**src/rotenc_pkg.sv**
```systemverilog
package rotenc_pkg;

   localparam int ROT_MAX    = 7;
   localparam int ROT_W      = 3;
   localparam int BTN_MAX    = 10000;
   localparam int BTN_W      = 14;
   localparam int POS_W      = 16;
   localparam int CNT_W      = 8;
   localparam int CSR_IDX_W  = 8;
   localparam int CSR_DATA_W = 16;

   localparam logic [CSR_IDX_W-1:0] CSR_LOW_LIMIT  = 8'd0;
   localparam logic [CSR_IDX_W-1:0] CSR_HIGH_LIMIT = 8'd1;
   localparam logic [CSR_IDX_W-1:0] CSR_SHORT_WRAP = 8'd2;
   localparam logic [CSR_IDX_W-1:0] CSR_LONG_WRAP  = 8'd3;

   typedef enum logic [1:0] {
      STEP_NONE    = 2'd0,
      STEP_UP      = 2'd1,
      STEP_DOWN    = 2'd2,
      STEP_BLOCKED = 2'd3
   } step_type;

   typedef struct packed {
      logic signed [POS_W-1:0] low_limit;
      logic signed [POS_W-1:0] high_limit;
      logic [CNT_W-1:0]        short_wrap;
      logic [CNT_W-1:0]        long_wrap;
   } cfg_type;

   typedef struct packed {
      logic signed [POS_W-1:0] position_value;
      logic [CNT_W-1:0]        short_press_count;
      logic [CNT_W-1:0]        long_press_count;
      step_type                step_event;
      logic                    short_press_event;
      logic                    long_press_event;
      logic                    button_raw_pressed;
   } rsp_word_type;

endpackage

```
**src/rotenc_if.sv**
```systemverilog
interface rotenc_req_if;
   logic                               valid;
   logic                               ready;
   logic                               req_type;
   logic                               pin_left;
   logic                               pin_right;
   logic                               pin_button;
   logic signed [rotenc_pkg::POS_W-1:0] load_value;

   modport source(output valid, req_type, pin_left, pin_right, pin_button, load_value,
                  input ready);
   modport sink(input valid, req_type, pin_left, pin_right, pin_button, load_value,
                output ready);
endinterface

interface rotenc_rsp_if;
   logic                                valid;
   logic                                ready;
   logic signed [rotenc_pkg::POS_W-1:0] position_value;
   logic [rotenc_pkg::CNT_W-1:0]        short_press_count;
   logic [rotenc_pkg::CNT_W-1:0]        long_press_count;
   logic [1:0]                          step_event;
   logic                                short_press_event;
   logic                                long_press_event;
   logic                                button_raw_pressed;

   modport source(output valid, position_value, short_press_count, long_press_count,
                  step_event, short_press_event, long_press_event, button_raw_pressed,
                  input ready);
   modport sink(input valid, position_value, short_press_count, long_press_count,
                step_event, short_press_event, long_press_event, button_raw_pressed,
                output ready);
endinterface

interface rotenc_csr_if;
   logic                                 valid;
   logic                                 ready;
   logic [rotenc_pkg::CSR_IDX_W-1:0]     index;
   logic [rotenc_pkg::CSR_DATA_W-1:0]    wdata;

   modport source(output valid, index, wdata, input ready);
   modport sink(input valid, index, wdata, output ready);
endinterface

```
**src/rotenc_csr.sv**
```systemverilog
module rotenc_csr (
   input  logic                                clock,
   input  logic                                reset,
   input  logic                                wr_valid,
   input  logic [rotenc_pkg::CSR_IDX_W-1:0]    wr_index,
   input  logic [rotenc_pkg::CSR_DATA_W-1:0]   wr_data,
   output logic                                wr_ready,
   output rotenc_pkg::cfg_type                 cfg
);

   rotenc_pkg::cfg_type cfg_ff;
   rotenc_pkg::cfg_type cfg_in;
   logic                wr_fire;

   assign wr_ready = !reset;
   assign wr_fire  = wr_valid && wr_ready;
   assign cfg      = cfg_ff;

   always_comb begin
      cfg_in = cfg_ff;
      if (wr_fire) begin
         case (wr_index)
            rotenc_pkg::CSR_LOW_LIMIT:  cfg_in.low_limit  = $signed(wr_data);
            rotenc_pkg::CSR_HIGH_LIMIT: cfg_in.high_limit = $signed(wr_data);
            rotenc_pkg::CSR_SHORT_WRAP: cfg_in.short_wrap = wr_data[rotenc_pkg::CNT_W-1:0];
            rotenc_pkg::CSR_LONG_WRAP:  cfg_in.long_wrap  = wr_data[rotenc_pkg::CNT_W-1:0];
            default: ;
         endcase
      end
   end

   always_ff @(posedge clock) begin
      if (reset) begin
         cfg_ff.low_limit  <= '0;
         cfg_ff.high_limit <= '0;
         cfg_ff.short_wrap <= rotenc_pkg::CNT_W'(1);
         cfg_ff.long_wrap  <= rotenc_pkg::CNT_W'(1);
      end else begin
         cfg_ff <= cfg_in;
      end
   end

endmodule

```
**src/rotenc_core.sv**
```systemverilog
module rotenc_core (
   input  logic                                clock,
   input  logic                                reset,
   input  logic                                accept,
   input  logic                                req_type,
   input  logic                                pin_left,
   input  logic                                pin_right,
   input  logic                                pin_button,
   input  logic signed [rotenc_pkg::POS_W-1:0] load_value,
   input  rotenc_pkg::cfg_type                 cfg,
   output rotenc_pkg::rsp_word_type            result
);

   logic [rotenc_pkg::ROT_W-1:0]        rot_ff, rot_in;
   logic [rotenc_pkg::BTN_W-1:0]        btn_ff, btn_in;
   logic                                detent_armed_ff, detent_armed_in;
   logic                                long_armed_ff, long_armed_in;
   logic signed [rotenc_pkg::POS_W-1:0] pos_ff, pos_in;
   logic [rotenc_pkg::CNT_W-1:0]        short_cnt_ff, short_cnt_in;
   logic [rotenc_pkg::CNT_W-1:0]        long_cnt_ff, long_cnt_in;
   rotenc_pkg::step_type                step;
   logic                                short_ev;
   logic                                long_ev;

   always_comb begin
      rot_in          = rot_ff;
      btn_in          = btn_ff;
      detent_armed_in = detent_armed_ff;
      long_armed_in   = long_armed_ff;
      pos_in          = pos_ff;
      short_cnt_in    = short_cnt_ff;
      long_cnt_in     = long_cnt_ff;
      step            = rotenc_pkg::STEP_NONE;
      short_ev        = 1'b0;
      long_ev         = 1'b0;

      if (req_type) begin
         pos_in = load_value;
      end else begin
         // rotation integrator drops by one at its top even with pin active
         if (!pin_left && rot_ff < rotenc_pkg::ROT_W'(rotenc_pkg::ROT_MAX)) begin
            rot_in = rot_ff + rotenc_pkg::ROT_W'(1);
         end else if (rot_ff != '0) begin
            rot_in = rot_ff - rotenc_pkg::ROT_W'(1);
         end

         if (!pin_button) begin
            if (btn_ff < rotenc_pkg::BTN_W'(rotenc_pkg::BTN_MAX)) begin
               btn_in = btn_ff + rotenc_pkg::BTN_W'(1);
            end
         end else if (btn_ff != '0) begin
            btn_in = btn_ff - rotenc_pkg::BTN_W'(1);
         end

         if (rot_in > rotenc_pkg::ROT_W'(rotenc_pkg::ROT_MAX - 2) && !detent_armed_ff) begin
            detent_armed_in = 1'b1;
            if (!pin_right && $signed(pos_ff) < $signed(cfg.high_limit)) begin
               pos_in = pos_ff + rotenc_pkg::POS_W'(1);
               step   = rotenc_pkg::STEP_UP;
            end else if (pin_right && $signed(pos_ff) > $signed(cfg.low_limit)) begin
               pos_in = pos_ff - rotenc_pkg::POS_W'(1);
               step   = rotenc_pkg::STEP_DOWN;
            end else begin
               step = rotenc_pkg::STEP_BLOCKED;
            end
         end

         if (rot_in == '0 && btn_in == '0) begin
            detent_armed_in = 1'b0;
            long_armed_in   = 1'b0;
         end

         if (btn_in > rotenc_pkg::BTN_W'(rotenc_pkg::BTN_MAX - 2) && !long_armed_in) begin
            long_armed_in = 1'b1;
            long_ev       = 1'b1;
            long_cnt_in   = (long_cnt_ff < cfg.long_wrap) ?
                            long_cnt_ff + rotenc_pkg::CNT_W'(1) : '0;
         end

         // short press shares the detent flag
         if (btn_in > rotenc_pkg::BTN_W'(rotenc_pkg::ROT_MAX - 2) && !detent_armed_in) begin
            detent_armed_in = 1'b1;
            short_ev        = 1'b1;
            short_cnt_in    = (short_cnt_ff < cfg.short_wrap) ?
                              short_cnt_ff + rotenc_pkg::CNT_W'(1) : '0;
         end
      end
   end

   always_comb begin
      result.position_value     = pos_in;
      result.short_press_count  = short_cnt_in;
      result.long_press_count   = long_cnt_in;
      result.step_event         = step;
      result.short_press_event  = short_ev;
      result.long_press_event   = long_ev;
      result.button_raw_pressed = !pin_button;
   end

   always_ff @(posedge clock) begin
      if (reset) begin
         rot_ff          <= '0;
         btn_ff          <= '0;
         detent_armed_ff <= 1'b0;
         long_armed_ff   <= 1'b0;
         pos_ff          <= '0;
         short_cnt_ff    <= '0;
         long_cnt_ff     <= '0;
      end else if (accept) begin
         rot_ff          <= rot_in;
         btn_ff          <= btn_in;
         detent_armed_ff <= detent_armed_in;
         long_armed_ff   <= long_armed_in;
         pos_ff          <= pos_in;
         short_cnt_ff    <= short_cnt_in;
         long_cnt_ff     <= long_cnt_in;
      end
   end

endmodule

```
**src/rotenc_out.sv**
```systemverilog
module rotenc_out (
   input  logic                      clock,
   input  logic                      reset,
   input  logic                      in_valid,
   output logic                      in_ready,
   input  rotenc_pkg::rsp_word_type  word_in,
   output logic                      out_valid,
   input  logic                      out_ready,
   output rotenc_pkg::rsp_word_type  word_out,
   output logic                      accept
);

   logic                     valid_ff, valid_in;
   rotenc_pkg::rsp_word_type word_ff;

   assign in_ready  = !reset && (!valid_ff || out_ready);
   assign accept    = in_valid && in_ready;
   assign valid_in  = accept || (valid_ff && !out_ready);
   assign out_valid = valid_ff;
   assign word_out  = word_ff;

   always_ff @(posedge clock) begin
      if (reset) begin
         valid_ff <= 1'b0;
      end else begin
         valid_ff <= valid_in;
      end
   end

   always_ff @(posedge clock) begin
      if (accept) begin
         word_ff <= word_in;
      end
   end

endmodule

```
**src/rotary_encoder_debounce_counter_top.sv**
```systemverilog
// Channel  Dir  Word
// req_ch   in   req_type, pin_left, pin_right, pin_button, load_value
// rsp_ch   out  position_value, counts, step/press events, button_raw_pressed
// csr_ch   in   index 0..3, wdata (low limit, high limit, short wrap, long wrap)
//
// One word per cycle while rsp_ch takes results; the result appears in the cycle after its word is taken.
// The single result register lets the next word in while the last is taken.
// req_ch.ready drops only in reset or while a result is held and rsp_ch.ready is low.
// Synchronous reset clears state and counters; csr_ch and req_ch wait during reset.
module rotary_encoder_debounce_counter_top (
   input logic           clock,
   input logic           reset,
   rotenc_req_if.sink    req_ch,
   rotenc_rsp_if.source  rsp_ch,
   rotenc_csr_if.sink    csr_ch
);

   rotenc_pkg::cfg_type      cfg;
   rotenc_pkg::rsp_word_type word_next;
   rotenc_pkg::rsp_word_type word_out;
   logic                     accept;

   rotenc_csr u_csr (
      .clock    (clock),
      .reset    (reset),
      .wr_valid (csr_ch.valid),
      .wr_index (csr_ch.index),
      .wr_data  (csr_ch.wdata),
      .wr_ready (csr_ch.ready),
      .cfg      (cfg)
   );

   rotenc_core u_core (
      .clock      (clock),
      .reset      (reset),
      .accept     (accept),
      .req_type   (req_ch.req_type),
      .pin_left   (req_ch.pin_left),
      .pin_right  (req_ch.pin_right),
      .pin_button (req_ch.pin_button),
      .load_value (req_ch.load_value),
      .cfg        (cfg),
      .result     (word_next)
   );

   rotenc_out u_out (
      .clock     (clock),
      .reset     (reset),
      .in_valid  (req_ch.valid),
      .in_ready  (req_ch.ready),
      .word_in   (word_next),
      .out_valid (rsp_ch.valid),
      .out_ready (rsp_ch.ready),
      .word_out  (word_out),
      .accept    (accept)
   );

   assign rsp_ch.position_value     = word_out.position_value;
   assign rsp_ch.short_press_count  = word_out.short_press_count;
   assign rsp_ch.long_press_count   = word_out.long_press_count;
   assign rsp_ch.step_event         = word_out.step_event;
   assign rsp_ch.short_press_event  = word_out.short_press_event;
   assign rsp_ch.long_press_event   = word_out.long_press_event;
   assign rsp_ch.button_raw_pressed = word_out.button_raw_pressed;

endmodule

```
**src/flat_wrapper.sv**
```systemverilog
// flat-port wrapper written by rule: the top's interface ports become plain ports
module rotary_encoder_debounce_counter_top_flat 
  (clock, reset, req_ch_valid, req_ch_req_type, req_ch_pin_left, req_ch_pin_right, req_ch_pin_button, req_ch_load_value, req_ch_ready, rsp_ch_valid, rsp_ch_position_value, rsp_ch_short_press_count, rsp_ch_long_press_count, rsp_ch_step_event, rsp_ch_short_press_event, rsp_ch_long_press_event, rsp_ch_button_raw_pressed, rsp_ch_ready, csr_ch_valid, csr_ch_index, csr_ch_wdata, csr_ch_ready);
  rotenc_req_if req_ch_i ();
  rotenc_rsp_if rsp_ch_i ();
  rotenc_csr_if csr_ch_i ();
  input logic clock;
  input logic reset;
  input wire logic [$bits(req_ch_i.valid)-1:0] req_ch_valid;
  input wire logic [$bits(req_ch_i.req_type)-1:0] req_ch_req_type;
  input wire logic [$bits(req_ch_i.pin_left)-1:0] req_ch_pin_left;
  input wire logic [$bits(req_ch_i.pin_right)-1:0] req_ch_pin_right;
  input wire logic [$bits(req_ch_i.pin_button)-1:0] req_ch_pin_button;
  input wire logic [$bits(req_ch_i.load_value)-1:0] req_ch_load_value;
  output wire logic [$bits(req_ch_i.ready)-1:0] req_ch_ready;
  output wire logic [$bits(rsp_ch_i.valid)-1:0] rsp_ch_valid;
  output wire logic [$bits(rsp_ch_i.position_value)-1:0] rsp_ch_position_value;
  output wire logic [$bits(rsp_ch_i.short_press_count)-1:0] rsp_ch_short_press_count;
  output wire logic [$bits(rsp_ch_i.long_press_count)-1:0] rsp_ch_long_press_count;
  output wire logic [$bits(rsp_ch_i.step_event)-1:0] rsp_ch_step_event;
  output wire logic [$bits(rsp_ch_i.short_press_event)-1:0] rsp_ch_short_press_event;
  output wire logic [$bits(rsp_ch_i.long_press_event)-1:0] rsp_ch_long_press_event;
  output wire logic [$bits(rsp_ch_i.button_raw_pressed)-1:0] rsp_ch_button_raw_pressed;
  input wire logic [$bits(rsp_ch_i.ready)-1:0] rsp_ch_ready;
  input wire logic [$bits(csr_ch_i.valid)-1:0] csr_ch_valid;
  input wire logic [$bits(csr_ch_i.index)-1:0] csr_ch_index;
  input wire logic [$bits(csr_ch_i.wdata)-1:0] csr_ch_wdata;
  output wire logic [$bits(csr_ch_i.ready)-1:0] csr_ch_ready;
  assign req_ch_i.valid = req_ch_valid;
  assign req_ch_i.req_type = req_ch_req_type;
  assign req_ch_i.pin_left = req_ch_pin_left;
  assign req_ch_i.pin_right = req_ch_pin_right;
  assign req_ch_i.pin_button = req_ch_pin_button;
  assign req_ch_i.load_value = req_ch_load_value;
  assign req_ch_ready = req_ch_i.ready;
  assign rsp_ch_valid = rsp_ch_i.valid;
  assign rsp_ch_position_value = rsp_ch_i.position_value;
  assign rsp_ch_short_press_count = rsp_ch_i.short_press_count;
  assign rsp_ch_long_press_count = rsp_ch_i.long_press_count;
  assign rsp_ch_step_event = rsp_ch_i.step_event;
  assign rsp_ch_short_press_event = rsp_ch_i.short_press_event;
  assign rsp_ch_long_press_event = rsp_ch_i.long_press_event;
  assign rsp_ch_button_raw_pressed = rsp_ch_i.button_raw_pressed;
  assign rsp_ch_i.ready = rsp_ch_ready;
  assign csr_ch_i.valid = csr_ch_valid;
  assign csr_ch_i.index = csr_ch_index;
  assign csr_ch_i.wdata = csr_ch_wdata;
  assign csr_ch_ready = csr_ch_i.ready;
  rotary_encoder_debounce_counter_top u_core (.clock(clock), .reset(reset), .req_ch(req_ch_i), .rsp_ch(rsp_ch_i), .csr_ch(csr_ch_i));
endmodule
```
**config.mk**
```make
export PLATFORM = sky130hd
export DESIGN_NAME = rotary_encoder_debounce_counter_top_flat
export DESIGN_NICKNAME = d
export VERILOG_FILES = /design/src/rotenc_pkg.sv /design/src/rotenc_if.sv /design/src/rotenc_csr.sv /design/src/rotenc_core.sv /design/src/rotenc_out.sv /design/src/rotary_encoder_debounce_counter_top.sv /design/src/flat_wrapper.sv
export SDC_FILE = /design/constraint.sdc
export NUM_CORES = 1
export LEC_CHECK = 0
export ABC_AREA = 1
export BUFFER_PORTS_ARGS = -buffer_cell sky130_fd_sc_hd__buf_2
export CAP_MARGIN = 15
export CORE_MARGIN = 1
export CORE_UTILIZATION = 35
export DETAILED_ROUTE_END_ITERATION = 8
export GPL_ROUTABILITY_DRIVEN = 0
export SLEW_MARGIN = 30
export SYNTH_ARGS = -nofsm -noshare
export SYNTH_HDL_FRONTEND = slang
export SYNTH_SLANG_ARGS = --single-unit
```
**constraint.sdc**
```tcl
create_clock -name clock -period 3.25 [get_ports clock]
set_input_delay 0.4875 -clock clock [delete_from_list [all_inputs] [get_ports clock]]
set_output_delay 0.4875 -clock clock [all_outputs]
set_load 0.005 [all_outputs]
```
* Word level (Yosys, flattened, before mapping)
Index checks and enable logic that the tools add are counted.
** Operators by class
- Reductions and logical operators :: 34
- Bitwise operators :: 2
- Equality and inequality tests :: 3
- Magnitude comparators :: 9
- Add/subtract/negate cells :: 8
- Multiplexer cells :: 28
** Operators by type and width (number)
- 16-bit 2-to-1 mux :: 4
- 14-bit 2-to-1 mux :: 4
- 8-bit 2-to-1 mux :: 6
- 16-bit by 2-bit adder with 16-bit output, second input constant :: 1
- 8-bit by 1-bit adder with 8-bit output, second input constant :: 2
- 8-bit by 2-bit == test with 1-bit output, second input constant :: 2
- 16-bit greater-than comparator :: 1
- 16-bit < comparator :: 1
- 8-bit < comparator :: 2
- 16-bit by 2-bit subtractor with 16-bit output, second input constant :: 1
- 14-bit by 1-bit adder with 14-bit output, second input constant :: 1
- 14-bit greater-than comparator, second input constant :: 1
- 14-bit by 3-bit greater-than comparator with 1-bit output, second input constant :: 1
- 14-bit zero test :: 1
- 14-bit < comparator, second input constant :: 1
- 14-bit nonzero test :: 1
- 14-bit by 1-bit subtractor with 14-bit output, second input constant :: 1
- 1-bit logical AND :: 11
- 1-bit 2-to-1 mux :: 11
- 2-bit AND reduction :: 5
- 1-bit zero test :: 9
- 3-bit 2-to-1 mux :: 3
- 8-bit by 1-bit == test with 1-bit output, second input constant :: 1
- 8-bit zero test :: 1
- other kinds (10) :: 12
** Storage, ports and cells
- Word-level logic and storage cells :: 104
- Output and inout port bits :: 40
- Register bits after elaboration :: 137

* Longest topological paths before layout
Gate-level depths: netlist (run 1).
- Depth in word-level cells :: 13
- Gate-level depth with buffers :: 24
- Mapped depth without buffers :: 23

* By module
Synthesis (run 1) repeated with hierarchy kept, for this count alone.
** Unflattened totals
- Cell total of the unflattened synthesis :: 1516
- Area total of the unflattened synthesis :: 9851.9 µm²
** Modules (own cells, without submodules)
- rotenc_core :: cells an instance 1175, area each 6608.8 µm², seq. area each 1021.0 µm², instances 1
- rotenc_csr :: cells an instance 295, area each 2073.2 µm², seq. area each 960.9 µm², instances 1
- rotenc_out :: cells an instance 46, area each 1169.9 µm², seq. area each 1131.1 µm², instances 1

* Worst setup path after synthesis (run 1)
OpenSTA, ideal clock, no wires.
- Path kind :: reg2reg
- Start point :: reg u_core.u_core.pos_ff[15] in the netlist's numbering
- End point :: reg u_core.u_out.word_ff (netlist bit u_core.u_out.word_out[25]), data pin
- Clock period less this slack :: 2.524 ns
- Slack :: 0.726 ns
- Required time :: 2.995 ns
- Arrival :: 2.269 ns
- Cell stages (with the launch flop) :: 16
- Path through :: dfxtp_1 -> ha_1 -> nand2_1 -> nor2_1 -> nand2_1 -> nor2_1 -> a21boi_0 -> o21ai_0 -> nand2_1 -> nand2_1 -> clkbuf_1 -> o21ai_0 -> inv_1 -> o21ai_0 -> nand3_1 -> and2_1
** Between the ends
- Cells in the longest elaborated chain, start to end :: 6
- Elaborated cells between the ends (all ways) :: 8
- Those cells by class :: order compare: 2; mux: 4; reduce/logical: 2
** RTL lines
- start: declaration :: RTL line rotenc_core.sv:18 : logic signed [rotenc_pkg::POS_W-1:0] pos_ff, pos_in;
- start signal: assignment :: RTL line rotenc_core.sv:114 : pos_ff <= pos_in;
- 16-bit greater-than comparator :: RTL line rotenc_core.sv:60 : end else if (pin_right && $signed(pos_ff) > $signed(cfg.low_limit)) begin
- 1-bit logical AND :: RTL line rotenc_core.sv:60
- 16-bit 2-to-1 mux :: RTL line rotenc_core.sv:60
- 16-bit 2-to-1 mux * :: RTL line rotenc_core.sv:57 : if (!pin_right && $signed(pos_ff) < $signed(cfg.high_limit)) begin
- 16-bit 2-to-1 mux * :: RTL line rotenc_core.sv:55 : if (rot_in > rotenc_pkg::ROT_W'(rotenc_pkg::ROT_MAX - 2) && !detent_armed_ff) begin
- 16-bit 2-to-1 mux * :: RTL line rotenc_core.sv:37 : if (req_type) begin
- net u_core.u_core.pos_in, one bit :: RTL line rotenc_core.sv:18
- end signal: assignment :: RTL line rotenc_out.sv:32 : word_ff <= word_in;
- end: declaration :: RTL line rotenc_out.sv:14 : rotenc_pkg::rsp_word_type word_ff;
Mark *: on every way through the listed nets, which the timed path passes. The rest lies on a longest branch.
A chain may end at the register's enable or synchronous reset.

==> results of run 1 <==
==> worst paths after layout <==
| check | startpoint | cells past startpoint | slack [ns] | to |
|---|---|---|---|---|
| worst min-delay path | req_ch_valid | 3 | 0.29 | u_core.u_out.out_valid$_SDFF_PP0_ |
| worst max-delay path | u_core.u_core.btn_ff[2]$_SDFFE_PP0P_ | 16 | 0.26 | u_core.u_out.word_out[18]$_DFFE_PP_ |
| worst min register to register | u_core.u_csr.cfg[23]$_SDFFE_PP0P_ | 2 | 0.46 | u_core.u_csr.cfg[23]$_SDFFE_PP0P_ |
| worst max register to register | u_core.u_core.btn_ff[2]$_SDFFE_PP0P_ | 16 | 0.26 | u_core.u_out.word_out[18]$_DFFE_PP_ |
==> flip-flops by register name, summed over array words and instances (netlist names) <==
| register | count |
|---|---|
| u_core.u_core.rot_ff | 3 |
| u_core.u_out.word_out | 37 |
| u_core.u_csr.cfg | 48 |
| u_core.u_core.long_cnt_ff | 8 |
| u_core.u_core.long_armed_ff | 1 |
| u_core.u_core.pos_ff | 16 |
| u_core.u_out.out_valid | 1 |
| u_core.u_core.detent_armed_ff | 1 |
| u_core.u_core.btn_ff | 14 |
| u_core.u_core.short_cnt_ff | 8 |
==> synth_stat cells (3+ instances only) <==
cell      instances
nand2_1         349
inv_1           180
o21ai_0         117
nand3_1         116
dfxtp_1         100
a21oi_1          96
nor2_1           81
ha_1             54
clkbuf_1         38
edfxtp_1         37
xor2_1           27
nand4_1          19
nor3_1           18
or2_2             9
nand2_2           8
nand2_4           8
o211ai_1          7
and2_1            5
buf_2             5
nor2_4            5
nor4_1            5
o21ai_1           5
a21boi_0          4
buf_6             4
buf_1             3
nor2_2            3
==> metrics by stage <==
step	power (uW)	hold WS, ns	cell area [um2]
after floorplan	2729	0.4353	9040
after global placement	3037	0.4473	9859
after detailed placement	3047	0.4524	9859
after CTS	4974	0.2796	10440
after global routing	5235	0.2822	10450
final	4937	0.2892	10450
==> worst max-delay path, delay by kind of cell (launching register included) <==
family	cells	cell delay, ns
DFF	1	0.57
AOI/OAI and AO/OA	1	0.14
and+or+nand+nor	15	2.01
==> power by group <==
| part | switching (uW) | leakage, uW | internal [uW] |
|---|---|---|---|
| logic | 715 | 0.00349 | 387 |
| clock network | 797 | 0.000292 | 1120 |
| registers | 84.3 | 0.00117 | 1840 |
==> cells by family after synthesis <==
kind of cell / after synthesis / share of synthesized area, %
AO/OA/AOI/OAI: 240 / 13.94
XOR/XNOR: 28 / 2.713
adder cells (fa/ha/maj): 54 / 7.474
flip-flops: 137 / 34.44
buffers and inverters: 235 / 10.21
AND/OR/NAND/NOR: 634 / 31.23
==> per-layer routing <==
| layer | track usage, % | wire (um) |
|---|---|---|
| met4 | 5.140 | 273 |
| met5 | 0 | 0 |
| met2 | 32.92 | 11900 |
| met1 | 24.82 | 11410 |
| met3 | 3.183 | 1089 |
==> layout make-up <==
| class | count | area (um2) |
|---|---|---|
| Tap cell | 330 | 412.9 |
| Fill cell | 2671 | 14810 |
| Sequential cell | 137 | 3113 |
| Clock buffer | 21 | 503.0 |
| Inverter | 183 | 690.7 |
| Clock inverter | 11 | 77.57 |
| Multi-Input combinational cell | 956 | 5009 |
| Timing Repair Buffer | 115 | 643.1 |
==> layout by cell type (no fill, tap or decap), types with 4 or more instances in the layout <==
| master | synthesis | routed |
|---|---|---|
| nand2_1 | 349 | 349 |
| inv_1 | 180 | 178 |
| o21ai_0 | 117 | 117 |
| nand3_1 | 116 | 116 |
| dfxtp_1 | 100 | 100 |
| a21oi_1 | 96 | 96 |
| buf_2 | 5 | 88 |
| nor2_1 | 81 | 81 |
| ha_1 | 54 | 54 |
| edfxtp_1 | 37 | 37 |
| xor2_1 | 27 | 27 |
| buf_4 | 1 | 27 |
| nand4_1 | 19 | 19 |
| clkbuf_16 | 0 | 19 |
| nor3_1 | 18 | 17 |
| or2_2 | 9 | 9 |
| nand2_4 | 8 | 8 |
| nand2_2 | 8 | 8 |
| o211ai_1 | 7 | 7 |
| nor2_4 | 5 | 5 |
| o21ai_1 | 5 | 5 |
| and2_1 | 5 | 5 |
| nor4_1 | 5 | 5 |
| inv_4 | 0 | 4 |
| inv_6 | 0 | 4 |
==> summary.txt, run 1 <==
Outcome
  • Status: complete, no violations

Power
  • VDD IR max: 0.3127 mV
  • Leakage: 0.004951 uW
  • Pwr Density: 472.5 nW/um2

GRT
  • Vias in the first global route: 8036
  • GRT Util Overall: 19.22%
  • Largest net degree at the start of global routing: 48
  • Initial antenna violation count: 0
  • Global-route wire length before repair: 40630 um
  • Total gr overflow: 0

Yosys
  • Syn Inst Count: 1328
  • Yosys warns: 0
  • Yosys cell types: 46
  • Yosys top cell area share: 22.15%
  • Syn nets: 1431
  • Synth async-reset ratio: 0%
  • Number of synthesized register bits: 137
  • Synthesized area per cell: 6.807 um2
  • Top post-synthesis cells by area: dfxtp_1 22%, nand2_1 14%, edfxtp_1 12%
  • Yosys top cell by area: dfxtp_1
  • Mapped Area: 9040 um2
  • Number of flops mapped to enable cells by yosys: 37
  • Post-synthesis sequential area ratio: 34.44%
  • Top_reg_cell synth: dfxtp_1

Setup path
  • Kind of end point of the critical path: register
  • CP Data Required Time: 3.43 ns
  • Crit-path max cell delay: 0.57 ns
  • Cell chain of the critical path: nand2_1, nor2_1, nand2_1, nor2_1, nand3_1, nand2_1, nand2_1, a21oi_1, nand2_1, nor2_4, nand2_2, nand2_4, nand2_4, nor2_8, nand3_1, and3_1
  • Data arrival, critical path: 3.17 ns
  • CP Class: reg -> reg
  • CP startpoint kind: register
  • Worst Path Max Fanout: 10
  • Critical path's slowest cell: dfxtp_1
  • Cell mode on critical path: nand2_1

STA
  • Max Slew Vio Count: 0
  • Finish-stage setup viols: 0
  • Setup TNS: 0 ns
  • Clock Skew: 0.01337 ns
  • RSZ-0062 raised after global routing: false
  • Max Fclk: 334.3 MHz
  • Worst Tran Pin Value: 0.8723 ns
  • Crit share post-route: 92.04%
  • Final min period: 2.991 ns
  • Final hold violation count: 0
  • Max_slew headroom: 41.78%
  • Setup ws final: 0.2588 ns

Clocking
  • Clock edge transition at the registers on the reported setup and hold paths: 0.06 ns
  • Cts hold-fix bufs: 0
  • # H-tree levels: 4
  • Max Buffers Root-to-Sink: 2
  • CTS-repair resized insts: 0
  • CTS tree: built
  • Root Buffer Master: clkbuf_16
  • Sinks on Clock Net: 137
  • Setup Fix Bufs, Post-CTS: 0
  • Clk Latency, worst-skew pair: 0.43 ns
  • CTS buffer count: 17

Layout
  • Layout cells sized above 1: 13.35%
  • Fin util: 41.37%
  • Layout Cells excl Fill: 1753
  • Antenna cell count: 0
  • Syn-to-layout area delta: 15.59%
  • Final nets: 1513

Min path
  • Min-delay worst type: in -> reg

Die
  • Overall die height: 162.7 um
  • Die Area: 26470 um2
  • Initial Utilization: 35.80%
  • Core area: 25250 um2
  • I/O pin total: 89
  • Row cnt: 58
  • Die width: 162.7 um

Routing
  • Total number of vias: 8593
  • Drt wl/cell: 14.07 um
  • Vias per cell: 4.902
  • Post-Route WL: 24670 um
  • Drt drc: 0
  • Starting DRT DRC Count: 542
  • Antenna Violating Nets Remaining: 0
  • Drt pass-1 iters: 5

Placed design
  • Place WS: 0.3437 ns
  • Inst Count DP: 1721
  • Dpl hpwl: 18330 um
  • # port buffers: 88

Job
  • Max-cap violations: 0
(Power assumes the default switching activity.)
==> run 2, diff against run 1 <==
--- a/config.mk
+++ b/config.mk
@@ -12,6 +12,7 @@
 export CORE_UTILIZATION = 35
 export DETAILED_ROUTE_END_ITERATION = 8
 export GPL_ROUTABILITY_DRIVEN = 0
+export RECOVER_POWER = 25
 export SLEW_MARGIN = 30
 export SYNTH_ARGS = -nofsm -noshare
 export SYNTH_HDL_FRONTEND = slang
==> run 2 against run 1 <==
The flow now finishes with violations (capacitance limit, slew limit). Largest power group unchanged. Sequential power about the same. Via count rose by 0.29%. Critical path type unchanged. Critical endpoint unchanged. Combinational power about the same. Highest routed layer unchanged. Register-to-register slack barely moved. Core utilization down 0.13 points. Count of clock-buffer cells in the layout unchanged. Global-route usage is the same. Clock power hardly changed.
==> summary.txt, run 2 (synthesized netlist as in run 1, its figures left out) <==
Clocking
  • Sinks on Clock Net: 137 (unchanged)
  • Root Buffer Master: clkbuf_16 (unchanged)
  • CTS tree: built (unchanged)
  • Setup Fix Bufs, Post-CTS: 0 (unchanged)
  • CTS buffer count: 17 (unchanged)
  • Max Buffers Root-to-Sink: 2 (unchanged)
  • # H-tree levels: 4 (unchanged)
  • Clock edge transition at the registers on the reported setup and hold paths: 0.06 ns (about the same)
  • Clk Latency, worst-skew pair: 0.43 ns (about the same)
  • Cts hold-fix bufs: 0 (unchanged)

STA
  • Max Fclk: 334.8 MHz (was 334.3 MHz)
  • Final hold slack: 0.2894 ns (was 0.2892 ns)
  • Clock Skew: 0.01359 ns (was 0.01337 ns)
  • Worst Tran Pin Value: 1.832 ns (was 0.8723 ns)
  • Finish-stage setup viols: 0 (unchanged)
  • Setup ws final: 0.2632 ns (was 0.2588 ns)
  • Max Slew Vio Count: 84 (was 0)
  • Final min period: 2.987 ns (was 2.991 ns)
  • Setup TNS: 0 ns (unchanged)
  • Final hold violation count: 0 (unchanged)
  • Max_slew headroom: -22.13% (was 41.78%)
  • RSZ-0062 raised after global routing: false (unchanged)
  • Crit share post-route: 91.90% (was 92.04%)

Die
  • Initial Utilization: 35.80% (unchanged)
  • Die Area: 26470 um2 (unchanged)
  • I/O pin total: 89 (unchanged)
  • Overall die height: 162.7 um (unchanged)
  • Core area: 25250 um2 (unchanged)
  • Die width: 162.7 um (unchanged)
  • Row cnt: 58 (unchanged)

Setup path
  • Cell mode on critical path: nand2_1 (unchanged)
  • CP startpoint kind: register (unchanged)
  • Crit-path max cell delay: 0.56 ns (was 0.57 ns)
  • Worst path bufs/invs: 0 (unchanged)
  • Top cell family by delay on the critical path: simple AND/OR/NAND/NOR gates (unchanged)
  • Cell chain of the critical path: nand2_1, nor2_1, nand2_1, nor2_1, nand3_1, nand2_1, nand2_1, a21oi_1, nand2_1, nor2_4, nand2_2, nand2_4, nand2_4, nor2_8, nand3_1, and3_1 (unchanged)
  • CP Data Required Time: 3.43 ns (about the same)
  • Kind of end point of the critical path: register (unchanged)
  • Critical path's slowest cell: dfxtp_1 (unchanged)
  • Worst Path Max Fanout: 10 (unchanged)
  • CP Class: reg -> reg (unchanged)
  • Data arrival, critical path: 3.16 ns (was 3.17 ns)

GRT
  • Largest net degree at the start of global routing: 48 (unchanged)
  • Global-route wire length before repair: 40630 um (unchanged)
  • GRT Util Overall: 19.22% (unchanged)
  • Total gr overflow: 0 (unchanged)
  • Initial antenna violation count: 0 (unchanged)
  • Vias in the first global route: 8036 (unchanged)

Layout
  • Final nets: 1513 (unchanged)
  • Layout cells sized above 1: 11.74% (was 13.35%)
  • Antenna cell count: 0 (unchanged)
  • Max reg flops: 48 (unchanged)
  • Syn-to-layout area delta: 15.21% (was 15.59%)
  • Most frequent cells in the layout: 349 x nand2_1, 178 x inv_1, 117 x o21ai_0 (unchanged)
  • Commonest non-fill, non-tap cell in the layout: nand2_1 (unchanged)

Routing
  • Drt drc: 0 (unchanged)
  • Drt pass-1 iters: 5 (unchanged)
  • Drt wl/cell: 14.10 um (was 14.07 um)
  • Total number of vias: 8618 (was 8593)
  • Metal2 WL: 11890 um (was 11900 um)
  • Top Layer Used: met4 (unchanged)
  • Metal-1 WL: 11520 um (was 11410 um)
  • Post-Route WL: 24720 um (was 24670 um)
  • Starting DRT DRC Count: 533 (was 542)
  • Metal3 WL: 1002 um (was 1089 um)
  • Vias per cell: 4.916 (was 4.902)
  • Antenna Violating Nets Remaining: 0 (unchanged)

Placed design
  • Place WS: 0.3437 ns (unchanged)
  • Dpl hpwl: 18330 um (unchanged)
  • # port buffers: 88 (unchanged)

Power
  • Flop pwr share: 38.9% (about the same)
  • VDD IR max: 0.3126 mV (was 0.3127 mV)
  • Combinational power share: 22.3% (about the same)
  • Pwr Density: 473.8 nW/um2 (was 472.5 nW/um2)
  • Sw Pwr: 1597 uW (about the same)
  • Pint: 3337 uW (was 3341 uW)
  • Clock Power Share: 38.8% (about the same)
  • Leakage: 0.004882 uW (was 0.004951 uW)
  • Net Sw Frac: 32.36% (was 32.34%)

Min path
  • Min-delay worst type: in -> reg (unchanged)

Job
  • Max-cap violations: 2 (was 0)

Outcome
  • Failing checks: capacitance limit, slew limit
  • Status: finished with violations (was complete, no violations)
[run 2: final timing paths]
kind                                                      startpoint                                   to  slack [ns]  cells past startpoint
worst min register to register     u_core.u_csr.cfg[23]$_SDFFE_PP0P_    u_core.u_csr.cfg[23]$_SDFFE_PP0P_        0.46                      2
worst max register to register  u_core.u_core.btn_ff[2]$_SDFFE_PP0P_  u_core.u_out.word_out[18]$_DFFE_PP_        0.26                     16
worst min-delay path                                    req_ch_valid    u_core.u_out.out_valid$_SDFF_PP0_        0.29                      3
worst max-delay path            u_core.u_core.btn_ff[2]$_SDFFE_PP0P_  u_core.u_out.word_out[18]$_DFFE_PP_        0.26                     16
[run 2: final cells by class]
cell class / count / area [um2]
inverter: 183 / 690.7
clock inverter: 11 / 77.57
fill: 2685 / 14840
clock buffer: 21 / 503.0
timing repair buffer: 115 / 609.3
multi-input combinational: 956 / 5009
tap: 330 / 412.9
sequential: 137 / 3113
[run 2: per-stage QoR]
stage                     area (um2)  std cells  total power (uW)  utilization, %
after floorplan                 9040       1328              2729               -
after global placement          9859       1721              3037           39.04
after detailed placement        9859       1721              3047           39.04
after CTS                      10440       1753              4974           41.34
after global routing           10420       1753              5232           41.24
final                          10420       1753              4934           41.24
[run 2: power groups by stage]
stage / registers, uW / logic [uW] / clock network (uW)
6_report: 1920 / 1100 / 1910
5_1_grt: 1930 / 1270 / 2030
4_1_cts: 1920 / 1100 / 1950
3_5_place_dp: 1960 / 1090 / 0
3_3_place_gp: 1960 / 1080 / 0
2_1_floorplan: 1930 / 798 / 0
[run 2: timing repair]
| item | in CTS | in global routing |
|---|---|---|
| resized for setup | 0 | 3 |
| setup endpoints to repair | 0 | 4 |
| hold endpoints to repair | 0 | 0 |
[run 2: worst register-to-register path, cell delays in order, from the launching register on]
cell     delay (ns)
dfxtp_1        0.56
nand2_1        0.09
nor2_1         0.34
nand2_1        0.14
nor2_1         0.18
nand3_1        0.12
nand2_1        0.10
nand2_1        0.08
a21oi_1        0.14
nand2_1        0.10
nor2_4         0.14
nand2_2        0.11
nand2_4        0.11
nand2_4        0.09
nor2_8         0.14
nand3_1        0.10
and3_1         0.19
[run 2: per-layer routing]
metal,vias to the layer above,track usage [%]
met1,3903,24.82
li1,4484,-
met2,202,32.92
met5,-,0
met3,29,3.183
met4,0,5.140
